File: src/rtl/bounded_list_table_assert.svh
// Assertion macros for the list table. Empty bodies in synthesis.
`ifndef BOUNDED_LIST_TABLE_ASSERT_SVH
`define BOUNDED_LIST_TABLE_ASSERT_SVH
`ifndef SYNTHESIS
`define BLT_ASSERT(lbl, clk, rstn, prop, msg) \
	lbl: assert property (@(posedge clk) disable iff (!rstn) prop) else $error(msg);
`define BLT_NEVER(lbl, clk, rstn, expr, msg) \
	lbl: assert property (@(posedge clk) disable iff (!rstn) !(expr)) else $error(msg);
`else
`define BLT_ASSERT(lbl, clk, rstn, prop, msg)
`define BLT_NEVER(lbl, clk, rstn, expr, msg)
`endif
`endif

File: src/rtl/blt_pkg.sv
package blt_pkg;

	localparam int CMD_W      = 2;
	localparam int ITEM_W     = 32;
	localparam int POS_W      = 4;
	localparam int STAT_W     = 2;
	localparam int TDATA_W    = 40;
	localparam int TPAD_W     = TDATA_W - ITEM_W - POS_W;
	localparam int EXT_W      = 64;
	localparam int CNT_EXT_W  = 7;
	localparam int MAX_RESULTS = 16;

	localparam logic [CMD_W-1:0] CMD_APPEND = 2'd0;
	localparam logic [CMD_W-1:0] CMD_INSERT = 2'd1;
	localparam logic [CMD_W-1:0] CMD_DELETE = 2'd2;
	localparam logic [CMD_W-1:0] CMD_DUMP   = 2'd3;

	localparam logic [STAT_W-1:0] STAT_OK        = 2'd0;
	localparam logic [STAT_W-1:0] STAT_NOT_FOUND = 2'd1;
	localparam logic [STAT_W-1:0] STAT_FULL      = 2'd2;
	localparam logic [STAT_W-1:0] STAT_EMPTY     = 2'd3;

	typedef struct packed {
		logic [ITEM_W-1:0] item_value;
		logic [POS_W-1:0]  position;
		logic [STAT_W-1:0] status;
		logic              last;
	} res_t;

endpackage

File: src/rtl/blt_mem.sv
module blt_mem #(
	parameter int DEPTH,
	parameter int WIDTH
) (
	input  logic                     clk,
	input  logic                     we,
	input  logic [$clog2(DEPTH)-1:0] waddr,
	input  logic [WIDTH-1:0]         wdata,
	input  logic                     re,
	input  logic [$clog2(DEPTH)-1:0] raddr,
	output logic [WIDTH-1:0]         rdata
);

	logic [WIDTH-1:0] mem [DEPTH];

	always_ff @(posedge clk) begin
		if (we) begin
			mem[waddr] <= wdata;
		end
	end

	always_ff @(posedge clk) begin
		if (re) begin
			rdata <= mem[raddr];
		end
	end

endmodule

File: src/rtl/blt_out.sv
module blt_out import blt_pkg::*; (
	input  logic               clk,
	input  logic               arst_n,
	input  logic               ld,
	input  res_t               res,
	output logic               free,
	output logic               m_tvalid,
	input  logic               m_tready,
	output logic [TDATA_W-1:0] m_tdata,
	output logic [STAT_W-1:0]  m_tuser,
	output logic               m_tlast
);

	logic valid_q;
	res_t res_q;

	assign free = !valid_q || m_tready;

	always_ff @(posedge clk or negedge arst_n) begin
		if (!arst_n) begin
			valid_q <= 1'b0;
		end else if (ld) begin
			valid_q <= 1'b1;
		end else if (m_tready) begin
			valid_q <= 1'b0;
		end
	end

	always_ff @(posedge clk) begin
		if (ld) begin
			res_q <= res;
		end
	end

	assign m_tvalid = valid_q;
	assign m_tdata  = {{TPAD_W{1'b0}}, res_q.position, res_q.item_value};
	assign m_tuser  = res_q.status;
	assign m_tlast  = res_q.last;

endmodule

File: src/rtl/blt_ctrl.sv
`include "bounded_list_table_assert.svh"

module blt_ctrl import blt_pkg::*; #(
	parameter int CAPACITY,
	parameter int DATA_WIDTH
) (
	input  logic                        clk,
	input  logic                        arst_n,
	input  logic                        s_tvalid,
	output logic                        s_tready,
	input  logic [CMD_W-1:0]            cmd,
	input  logic [ITEM_W-1:0]           value,
	output logic                        rd_en,
	output logic [$clog2(CAPACITY)-1:0] rd_addr,
	input  logic [DATA_WIDTH-1:0]       rdata,
	output logic                        we,
	output logic [$clog2(CAPACITY)-1:0] waddr,
	output logic [DATA_WIDTH-1:0]       wdata,
	output logic                        res_ld,
	output res_t                        res,
	input  logic                        res_free
);

	localparam int AW = $clog2(CAPACITY);
	localparam int CW = $clog2(CAPACITY + 1);

	localparam logic [3:0] ST_IDLE    = 4'd0;
	localparam logic [3:0] ST_SCAN_RD = 4'd1;
	localparam logic [3:0] ST_SCAN_CK = 4'd2;
	localparam logic [3:0] ST_ISH_RD  = 4'd3;
	localparam logic [3:0] ST_ISH_WR  = 4'd4;
	localparam logic [3:0] ST_PLACE   = 4'd5;
	localparam logic [3:0] ST_DSH_RD  = 4'd6;
	localparam logic [3:0] ST_DSH_WR  = 4'd7;
	localparam logic [3:0] ST_DUMP_RD = 4'd8;
	localparam logic [3:0] ST_DUMP_EM = 4'd9;
	localparam logic [3:0] ST_RESP    = 4'd10;

	logic [3:0]            state_q, state_d;
	logic [CMD_W-1:0]      cmd_q, cmd_d;
	logic [DATA_WIDTH-1:0] val_q, val_d;
	logic [CW-1:0]         idx_q, idx_d;
	logic [CW-1:0]         pos_q, pos_d;
	logic [CW-1:0]         count_q, count_d;
	logic [STAT_W-1:0]     stat_q, stat_d;
	logic                  inc_q, inc_d;
	logic                  dec_q, dec_d;

	logic [EXT_W-1:0]      in_ext;
	logic [EXT_W-1:0]      out_ext;
	logic [CW-1:0]         idx_nxt;
	logic [CW-1:0]         idx_prv;
	logic [CNT_EXT_W-1:0]  idx_x;
	logic                  full;
	logic                  dump_last;
	logic                  e_gt, e_ge, e_eq;

	assign in_ext    = EXT_W'(signed'(value));
	assign out_ext   = EXT_W'(signed'((state_q == ST_DUMP_EM) ? rdata : val_q));
	assign idx_nxt   = idx_q + 1'b1;
	assign idx_prv   = idx_q - 1'b1;
	assign idx_x     = CNT_EXT_W'(idx_q) + 1'b1;
	assign full      = (count_q == CW'(CAPACITY));
	assign dump_last = (idx_x == CNT_EXT_W'(count_q)) || (idx_x == CNT_EXT_W'(MAX_RESULTS));
	assign e_gt      = $signed(rdata) > $signed(val_q);
	assign e_ge      = $signed(rdata) >= $signed(val_q);
	assign e_eq      = (rdata == val_q);

	assign s_tready  = (state_q == ST_IDLE);

	always_comb begin
		state_d = state_q;
		cmd_d   = cmd_q;
		val_d   = val_q;
		idx_d   = idx_q;
		pos_d   = pos_q;
		count_d = count_q;
		stat_d  = stat_q;
		inc_d   = inc_q;
		dec_d   = dec_q;
		rd_en   = 1'b0;
		rd_addr = idx_q[AW-1:0];
		we      = 1'b0;
		waddr   = idx_q[AW-1:0];
		wdata   = rdata;
		res_ld  = 1'b0;

		res.item_value = out_ext[ITEM_W-1:0];
		res.position   = POS_W'(pos_q);
		res.status     = stat_q;
		res.last       = 1'b1;
		if (state_q == ST_DUMP_EM) begin
			res.position = POS_W'(idx_q);
			res.status   = STAT_OK;
			res.last     = dump_last;
		end

		unique case (state_q)
			ST_IDLE: begin
				if (s_tvalid) begin
					cmd_d  = cmd;
					val_d  = (cmd == CMD_DUMP) ? '0 : in_ext[DATA_WIDTH-1:0];
					idx_d  = '0;
					pos_d  = '0;
					inc_d  = 1'b0;
					dec_d  = 1'b0;
					stat_d = STAT_OK;
					unique case (cmd)
						CMD_APPEND, CMD_INSERT: begin
							if (full) begin
								stat_d  = STAT_FULL;
								state_d = ST_RESP;
							end else if (cmd == CMD_APPEND || count_q == '0) begin
								pos_d   = count_q;
								state_d = ST_PLACE;
							end else begin
								state_d = ST_SCAN_RD;
							end
						end
						CMD_DELETE: begin
							if (count_q == '0) begin
								stat_d  = STAT_NOT_FOUND;
								state_d = ST_RESP;
							end else begin
								state_d = ST_SCAN_RD;
							end
						end
						CMD_DUMP: begin
							if (count_q == '0) begin
								stat_d  = STAT_EMPTY;
								state_d = ST_RESP;
							end else begin
								state_d = ST_DUMP_RD;
							end
						end
						default: state_d = ST_IDLE;
					endcase
				end
			end
			ST_SCAN_RD: begin
				rd_en   = 1'b1;
				state_d = ST_SCAN_CK;
			end
			ST_SCAN_CK: begin
				if (cmd_q == CMD_DELETE) begin
					if (e_eq) begin
						pos_d   = idx_q;
						state_d = ST_DSH_RD;
					end else if (idx_nxt == count_q) begin
						stat_d  = STAT_NOT_FOUND;
						state_d = ST_RESP;
					end else begin
						idx_d   = idx_nxt;
						state_d = ST_SCAN_RD;
					end
				end else begin
					// head goes first only when strictly greater
					if ((idx_q == '0) ? e_gt : e_ge) begin
						pos_d   = idx_q;
						idx_d   = count_q;
						state_d = ST_ISH_RD;
					end else if (idx_nxt == count_q) begin
						pos_d   = count_q;
						state_d = ST_PLACE;
					end else begin
						idx_d   = idx_nxt;
						state_d = ST_SCAN_RD;
					end
				end
			end
			ST_ISH_RD: begin
				if (idx_q == pos_q) begin
					state_d = ST_PLACE;
				end else begin
					rd_en   = 1'b1;
					rd_addr = idx_prv[AW-1:0];
					state_d = ST_ISH_WR;
				end
			end
			ST_ISH_WR: begin
				we      = 1'b1;
				idx_d   = idx_prv;
				state_d = ST_ISH_RD;
			end
			ST_PLACE: begin
				we      = 1'b1;
				waddr   = pos_q[AW-1:0];
				wdata   = val_q;
				inc_d   = 1'b1;
				state_d = ST_RESP;
			end
			ST_DSH_RD: begin
				if (idx_nxt == count_q) begin
					dec_d   = 1'b1;
					state_d = ST_RESP;
				end else begin
					rd_en   = 1'b1;
					rd_addr = idx_nxt[AW-1:0];
					state_d = ST_DSH_WR;
				end
			end
			ST_DSH_WR: begin
				we      = 1'b1;
				idx_d   = idx_nxt;
				state_d = ST_DSH_RD;
			end
			ST_DUMP_RD: begin
				rd_en   = 1'b1;
				state_d = ST_DUMP_EM;
			end
			ST_DUMP_EM: begin
				if (res_free) begin
					res_ld = 1'b1;
					if (dump_last) begin
						state_d = ST_IDLE;
					end else begin
						idx_d   = idx_nxt;
						state_d = ST_DUMP_RD;
					end
				end
			end
			ST_RESP: begin
				if (res_free) begin
					res_ld  = 1'b1;
					count_d = count_q + CW'(inc_q) - CW'(dec_q);
					state_d = ST_IDLE;
				end
			end
			default: state_d = ST_IDLE;
		endcase
	end

	always_ff @(posedge clk or negedge arst_n) begin
		if (!arst_n) begin
			state_q <= ST_IDLE;
			count_q <= '0;
			inc_q   <= 1'b0;
			dec_q   <= 1'b0;
		end else begin
			state_q <= state_d;
			count_q <= count_d;
			inc_q   <= inc_d;
			dec_q   <= dec_d;
		end
	end

	always_ff @(posedge clk) begin
		cmd_q  <= cmd_d;
		val_q  <= val_d;
		idx_q  <= idx_d;
		pos_q  <= pos_d;
		stat_q <= stat_d;
	end

	`BLT_NEVER(a_count_max, clk, arst_n, count_q > CW'(CAPACITY), "entry count above capacity")
	`BLT_ASSERT(a_count_step, clk, arst_n, (count_q != $past(count_q)) |-> $past(res_ld), "count moved without a result")
	`BLT_ASSERT(a_res_next, clk, arst_n, res_ld |=> (state_q == ST_IDLE || state_q == ST_DUMP_RD), "bad state after result")

endmodule

File: src/rtl/bounded_list_table.sv
// channel | dir | tdata (low bit up)            | tuser         | tlast
// s_*     | in  | value[31:0]                   | command[1:0]  | -
// m_*     | out | item_value[31:0], position[3:0], 4'b0 pad | status[1:0] | last
//
// One transaction at a time. Append writes the value at the tail. Insert and
// delete scan the entries in order, each read followed by its check, then shift
// the entries behind the position with a read and a write-back per entry moved.
// Dump reads each entry and emits it as its own result.
// Reset empties the list; memory contents are not cleared.
// A stalled m_* side holds the sequencer; s_tready drops while busy.
module bounded_list_table import blt_pkg::*; #(
	parameter int CAPACITY   = 16,
	parameter int DATA_WIDTH = 32
) (
	input  logic               clk,
	input  logic               arst_n,
	input  logic               s_tvalid,
	output logic               s_tready,
	input  logic [ITEM_W-1:0]  s_tdata,  // value
	input  logic [CMD_W-1:0]   s_tuser,  // command
	output logic               m_tvalid,
	input  logic               m_tready,
	output logic [TDATA_W-1:0] m_tdata,  // item_value, position, zero pad
	output logic [STAT_W-1:0]  m_tuser,  // status
	output logic               m_tlast
);

	localparam int AW = $clog2(CAPACITY);

	logic                  rd_en;
	logic [AW-1:0]         rd_addr;
	logic [DATA_WIDTH-1:0] rdata;
	logic                  we;
	logic [AW-1:0]         waddr;
	logic [DATA_WIDTH-1:0] wdata;
	logic                  res_ld;
	logic                  res_free;
	res_t                  res;

	blt_mem #(
		.DEPTH(CAPACITY),
		.WIDTH(DATA_WIDTH)
	) u_mem (
		.clk   (clk),
		.we    (we),
		.waddr (waddr),
		.wdata (wdata),
		.re    (rd_en),
		.raddr (rd_addr),
		.rdata (rdata)
	);

	blt_ctrl #(
		.CAPACITY  (CAPACITY),
		.DATA_WIDTH(DATA_WIDTH)
	) u_ctrl (
		.clk      (clk),
		.arst_n   (arst_n),
		.s_tvalid (s_tvalid),
		.s_tready (s_tready),
		.cmd      (s_tuser),
		.value    (s_tdata),
		.rd_en    (rd_en),
		.rd_addr  (rd_addr),
		.rdata    (rdata),
		.we       (we),
		.waddr    (waddr),
		.wdata    (wdata),
		.res_ld   (res_ld),
		.res      (res),
		.res_free (res_free)
	);

	blt_out u_out (
		.clk      (clk),
		.arst_n   (arst_n),
		.ld       (res_ld),
		.res      (res),
		.free     (res_free),
		.m_tvalid (m_tvalid),
		.m_tready (m_tready),
		.m_tdata  (m_tdata),
		.m_tuser  (m_tuser),
		.m_tlast  (m_tlast)
	);

endmodule

File: config.mk
export PLATFORM = sky130hd
export DESIGN_NAME = bounded_list_table
export DESIGN_NICKNAME = d
export VERILOG_FILES = /design/src/rtl/blt_pkg.sv /design/src/rtl/blt_mem.sv /design/src/rtl/blt_out.sv /design/src/rtl/blt_ctrl.sv /design/src/rtl/bounded_list_table.sv
export VERILOG_INCLUDE_DIRS = /design/src /design/src/rtl
export SDC_FILE = /design/constraint.sdc
export NUM_CORES = 1
export LEC_CHECK = 0
export ABC_AREA = 0
export BUFFER_PORTS_ARGS = -buffer_cell sky130_fd_sc_hd__buf_4
export CAP_MARGIN = 20
export CORE_ASPECT_RATIO = 1.1
export CORE_MARGIN = 8
export CORE_UTILIZATION = 67
export CTS_BUF_LIST = sky130_fd_sc_hd__clkbuf_8
export DETAILED_ROUTE_END_ITERATION = 7
export GPL_TIMING_DRIVEN = 0
export HOLD_SLACK_MARGIN = 0.02
export PLACE_DENSITY = 0.85
export SYNTH_ARGS = -nofsm -noshare
export SYNTH_HDL_FRONTEND = slang
export SYNTH_SLANG_ARGS = --single-unit
File: constraint.sdc
create_clock -name clk -period 6.2 [get_ports clk]
set_input_delay 1.86 -clock clk [delete_from_list [all_inputs] [get_ports clk]]
set_output_delay 1.86 -clock clk [all_outputs]
set_load 0.01 [all_outputs]
# Word-level counts from Yosys, hierarchy flattened
# Memory sizes are Yosys's and may differ from the RTL's. A register that Yosys moved wholly into a read port is not among the register bits.
# Cells that the tools add are included.
[totals]
ff_bits = 97
mem_bits_rw = 512
in_bits = 38
wordCells = 143
n_memories = 1
[memory_table]
columns = ["name", "words", "word_bits", "rd", "rd_ports_with_merged_regs", "wr", "line", "rtl"]
rows = [
  ["u_mem.mem", 16, 32, 1, 1, 1, "blt_mem.sv:14", "logic [WIDTH-1:0] mem [DEPTH];"],
]
[op_classes]
addsub = 5
magnitude_cmp = 2
eq_ne = 31
n_mux = 65
reduce_logical = 25
[ops]
columns = ["operator", "count"]
rows = [
  ["$mux W5", 15],
  ["$mux W32", 2],
  ["$mux W4", 14],
  ["$pmux W4 S11", 1],
  ["$eq A32 B32 Y1", 1],
  ["$ge A32 B32 Y1", 1],
  ["$gt A32 B32 Y1", 1],
  ["$pmux W5 S5", 1],
  ["$eq A4 B3 Y1 const B", 4],
  ["$mux W1", 14],
  ["$mux W2", 7],
  ["$eq A4 B4 Y1 const B", 3],
  ["$pmux W4 S3", 1],
  ["$eq A5 B5 Y1", 2],
  ["$logic_not A5 Y1", 2],
  ["$ne A2 B2 Y1 const B", 5],
  ["$pmux W5 S2", 1],
  ["$reduce_and A5 Y1", 2],
  ["$eq A4 B2 Y1 const B", 2],
  ["$pmux W4 S2", 1],
  ["$reduce_bool A2 Y1", 4],
  ["$eq A7 B5 Y1", 1],
  ["$eq A7 B5 Y1 const B", 1],
  ["$mux W7", 1],
  ["28 further kinds", 41],
]

# Depth between registers and ports, before layout
[depth]
word_depth = 7
ltp_mapped = 15
mapped_depth_nobuf = 12

# By module
# Synthesis repeated with hierarchy kept, for this count alone.
[hier_totals]
hier_cells = 1463
area_unflattened_um2 = 26421.6
[modules_own_cells]
columns = ["module", "instances", "cells_per_inst", "area_per_inst_um2"]
rows = [
  ["blt_mem", 1, 838, 20155.6],
  ["blt_ctrl", 1, 578, 5013.6],
  ["blt_out", 1, 47, 1252.5],
]

# Worst setup path before layout
# Ideal clock, no wire load.
[synth_timing]
kind = "input -> register"
startpoint = "input m_tready"
endpoint = "register u_out.res_q, in the netlist u_out.m_tdata[0], enable pin"
arrival_time_ps = 3561
path_slack_ps = 2203
cell_stages = 2
path_cell_list = "nor2b_1 -> nor2_1"
[synth_between]
elab_chain_cells = 3
[synth_lines]
columns = ["item", "line", "rtl"]
rows = [
  ["start, declared", "bounded_list_table.sv:22", "input logic m_tready,"],
  ["$logic_or A1 B1 Y1", "blt_out.sv:17", "assign free = !valid_q || m_tready;"],
  ["$mux W1", "blt_ctrl.sv:212, blt_ctrl.sv:223", ""],
  ["$mux W1", "n/a", ""],
  ["named net res_ld", "bounded_list_table.sv:36", "logic res_ld;"],
  ["end signal, assigned", "blt_out.sv:31", "res_q <= res;"],
  ["end, declared", "blt_out.sv:15", "res_t res_q;"],
]
# The timed path passes the listed nets, and every way through them passes these cells.
# A chain may end at the register's enable or synchronous reset.

# Final worst setup path
[layout_timing]
startpoint = "register u_ctrl.idx_q[0]"
endpoint = "register u_mem.rdata[8], read port of u_mem.mem, data pin"
[layout_between]
elab_chain_cells = 4
word_cells_on_any_way = 10
classes_between = "add/sub: 2; eq/ne: 2; mux: 6"
[layout_lines]
columns = ["item", "line", "rtl"]
rows = [
  ["start, declared", "blt_ctrl.sv:42", "logic [CW-1:0] idx_q, idx_d;"],
  ["start signal, assigned", "blt_ctrl.sv:250", "idx_q <= idx_d;"],
  ["$add A5 B1 Y5", "blt_ctrl.sv:60", "assign idx_nxt = idx_q + 1'b1;"],
  ["$eq A5 B5 Y1", "blt_ctrl.sv:193", "if (idx_nxt == count_q) begin"],
  ["$mux W1 or $mux W4 (tied branches)", "blt_ctrl.sv:193", ""],
  ["$pmux W1 S3 or $pmux W4 S2 (tied branches)", "blt_ctrl.sv:98", "unique case (state_q)"],
  ["end, declared", "blt_mem.sv:11", "output logic [WIDTH-1:0] rdata"],
]
# Parallel ways exist; a longest one is shown, timed or not.

==> run_results.csv <==
group,metric,value,unit
yosys,synth_cell_types,59,
grt,grt_pass1_wl,110000,µm
grt,overflow,0,
drt,vias,18400,
flow_run,drv_cap,0,
critical_path,endpoint_kind,"flop",
status,status,"complete, but fails checks",
cts,htree_levels,3,
yosys,ys_ff_latch,641,
yosys,synthesis.area,0.0271,mm²
yosys,syn_inst,2000,
pwr,p_sw_share,40.1,%
yosys,synth_most_common_cell,"edfxtp_1",
sta,final.setup_skew,0.0317,ns
critical_path,cp-start-kind,"flop",
pwr,p_total,16400,µW
cts,clock-sinks,641,
pwr,switchingPower,6570,µW
cts,cts_tree,"built",
floorplanning,core-area,0.0401,mm²
yosys,synth_largest_area_cell,"edfxtp_1",
critical_path,critPathKind,"reg2reg",
sta,worstMarginPinSlew,1.06,ns
pwr,seqPwrFrac,38.0,%
pwr,combinationalPowerShare,40.9,%
yosys,ys_top_cells_by_area,"edfxtp_1 (70%), nand2_1 (5.4%), mux2i_1 (3.7%)",
critical_path,crit_buf_inv,3,
drt,drc,1,
final_layout,finalNetCount,2281,
sta,slew_violations,0,
critical_path,cp_common_cell,"o21ai_1",
floorplanning,start_util,67.6,%
grt,grt_use_total,31.4,%
sta,fmax,0.187,GHz
sta,fin_tns_setup,0,ns
cts,cts_inserted_buffers,96,
pwr,p_per_area,533,mW/mm²
critical_path,crit_family,"compound AO/OA/AOI/OAI gates",
yosys,netlist.area_leader.share,69.7,%
drt,first_pass_iters,8,
grt,grt_pass1_vias,18500,
final_layout,antennaDiodeCount,0,
yosys,syn_avg_cell_area,13.5,µm²
cts,cts_setup_buffers,0,
pwr,pwr-share-clk,21.1,%
critical_path,reg2reg_from,"u_ctrl.idx_q[0]$_DFFE_PP_",
critical_path,cp.arrival,5.81,ns
cts,cts-root-buf,"clkbuf_8",
sta,max-slew-margin-rel,28.8,%
drt,wl_per_cell,26.7,µm
yosys,async_reset_ff_share,1.87,%
final_layout,drive_above_1_share,14.7,%
cts,clk_pin_slew,0.07,ns
floorplanning,dieArea,0.0471,mm²
grt,antenna_found_initial,1,
drt,drtAntennaViolNets,0,
cts,clk_latency,0.70,ns
sta,hold_viol,0,
final_layout,area_delta_synth_final,13.7,%
cts,hold_buffers,0,
pwr,leakagePower,0.0112,µW
status,violations,"design-rule violations",
sta,rsz0062_at_grt,"false",
cts,clock_path_buffers,3,
pwr,vdd_ir_drop_max,335,µV
floorplanning,chipHeight,227,µm
yosys,yosysSeqAreaShare,70.8,%
sta,period_minus_slack,5.36,ns
placement,dp_worst_setup_slack,1.07,ns
yosys,synth_edf_count,629,
floorplanning,die_w,208,µm
critical_path,critical_path.max_stage_delay,0.72,ns
worst_hold_path,min-delay-start,"u_ctrl.inc_q$_DFFE_PN0P_",
placement,place_hpwl,49400,µm
grt,grt_max_degree,27,
critical_path,cp.required,6.66,ns
drt,drt-initial-drc-count,2497,
yosys,synthFlopType,"edfxtp_1",
drt,wl,74500,µm
sta,fin_crit_sh,86.4,%
cts,cts-resized-gates,0,
critical_path,path_cells,"buf_2, inv_1, ha_1, xor2_1, nor2_1, nand2_1, o21ai_1, o221ai_1, a31oi_2, nand2b_1, buf_1, o21ai_1, a211oi_1",
critical_path,critical_path.max_fanout,10,
placement,io_buffers,78,
critical_path,crit_start,"u_ctrl.idx_q[0]$_DFFE_PP_",
floorplanning,ios,83,
placement,place_congestion,0.938,
final_layout,final_util,76.9,%
worst_hold_path,hold_class,"reg2reg",
sta,setup_violations,0,
drt,via_per_inst,6.59,
sta,setup_ws,0.843,ns
critical_path,critPathSlowestCell,"a31oi_2",
pwr,p_int,9830,µW
yosys,synthTopCellsByCount,"edfxtp_1 (629), nand2_1 (392), nor2_1 (113), mux2i_1 (99), a211oi_1 (67)",
yosys,ys_warn_count,0,
floorplanning,rows,77,
==> area by class of cell <==
cell class	instances	area, µm²
repair buffers	101	1020
flip-flops and latches	641	19200
well taps	513	642
plain buffers	110	526
clock buffers	98	1350
fillers	2275	9280
multi-input cells	1201	7330
inverters	51	191
clock inverters	80	554
==> kinds of logic after synthesis <==
logic type / count (synthesis) / share of synthesized area (%)
buffers and inverters: 161 / 2.65
flip-flops: 641 / 70.8
adder cells (fa/ha/maj): 41 / 1.92
AND/OR/NAND/NOR: 677 / 10.9
other: 1 / 0.0138
multiplexers: 132 / 5.03
AO/OA/AOI/OAI: 330 / 8.10
XOR/XNOR: 17 / 0.550
==> worst register-to-register path, delay by kind of cell, from the launching register on <==
| kind | cells | cell delay, ns |
|---|---|---|
| AOI/OAI and AO/OA | 5 | 2.32 |
| buffers and inverters | 3 | 1.04 |
| and+or+nand+nor | 3 | 0.79 |
| adders and majority gates | 1 | 0.40 |
| DFF | 1 | 0.38 |
| xor gates and xnor gates | 1 | 0.21 |
==> flip-flops by register name, indices dropped and copies added, names as in the netlist <==
name,count
u_out.m_tlast,1
u_mem.mem,512
u_out.m_tuser,2
u_ctrl.pos_q,5
u_ctrl.count_q,5
u_out.m_tvalid,1
u_ctrl.inc_q,1
u_ctrl.stat_q,2
u_ctrl.dec_q,1
u_ctrl.state_q,4
u_ctrl.cmd_q,2
u_ctrl.val_q,32
u_ctrl.idx_q,5
u_out.m_tdata,36
u_mem.rdata,32
==> final timing paths <==
| check | slack, ns | cells past startpoint | to |
|---|---|---|---|
| worst min register to register | 0.54 | 2 | u_ctrl.inc_q$_DFFE_PN0P_ |
| worst max register to register | 0.84 | 13 | u_mem.rdata[8]$_DFFE_PP_ |
| worst max-delay path | 0.84 | 13 | u_mem.rdata[8]$_DFFE_PP_ |
| worst min-delay path | 0.54 | 2 | u_ctrl.inc_q$_DFFE_PN0P_ |
| max in group asynchronous | 5.02 | 1 | u_ctrl.count_q[2]$_DFFE_PN0P_ |
| min in group asynchronous | 1.00 | 1 | u_ctrl.state_q[2]$_DFFE_PN0P_ |
==> power groups by stage <==
| stage | logic, µW | clock network [µW] | registers [µW] |
|---|---|---|---|
| final | 6710 | 3460 | 6240 |
| after global routing | 7100 | 3650 | 6270 |
| after CTS | 6490 | 3460 | 6220 |
| after detailed placement | 6400 | 0 | 6300 |
| after global placement | 6010 | 0 | 6340 |
| after floorplan | 4080 | 0 | 6240 |
==> stage by stage <==
stage / cell area, µm² / cells / hold slack [ns]
global placement: 28300 / 2594 / 0.485
global route: 30800 / 2795 / 0.559
detailed placement: 28900 / 2615 / 0.528
finish: 30800 / 2795 / 0.538
floorplan: 27100 / 2003 / 0.469
CTS: 30800 / 2793 / 0.541
==> layout by cell type, fill, tap and decap left out, types with 34 or more instances in the layout <==
master    count
a211oi_1     67
inv_1        73
o21ai_0      59
a21oi_1      36
ha_1         40
and3_1       36
nor2_1       96
o21ai_1      34
o22ai_1      38
mux2i_1      99
clkbuf_1     59
and2_1       35
buf_4        94
or3_1        35
nand2_1     392
clkbuf_8     98
edfxtp_1    629
==> per-layer routing <==
layer / track usage [%] / part of all wire (%)
met5: 0 / 0.016
met4: 19.5 / 6.0
met3: 7.52 / 12
met2: 52.0 / 48
met1: 37.2 / 34
Note: power is estimated with default switching activity, not from simulation.
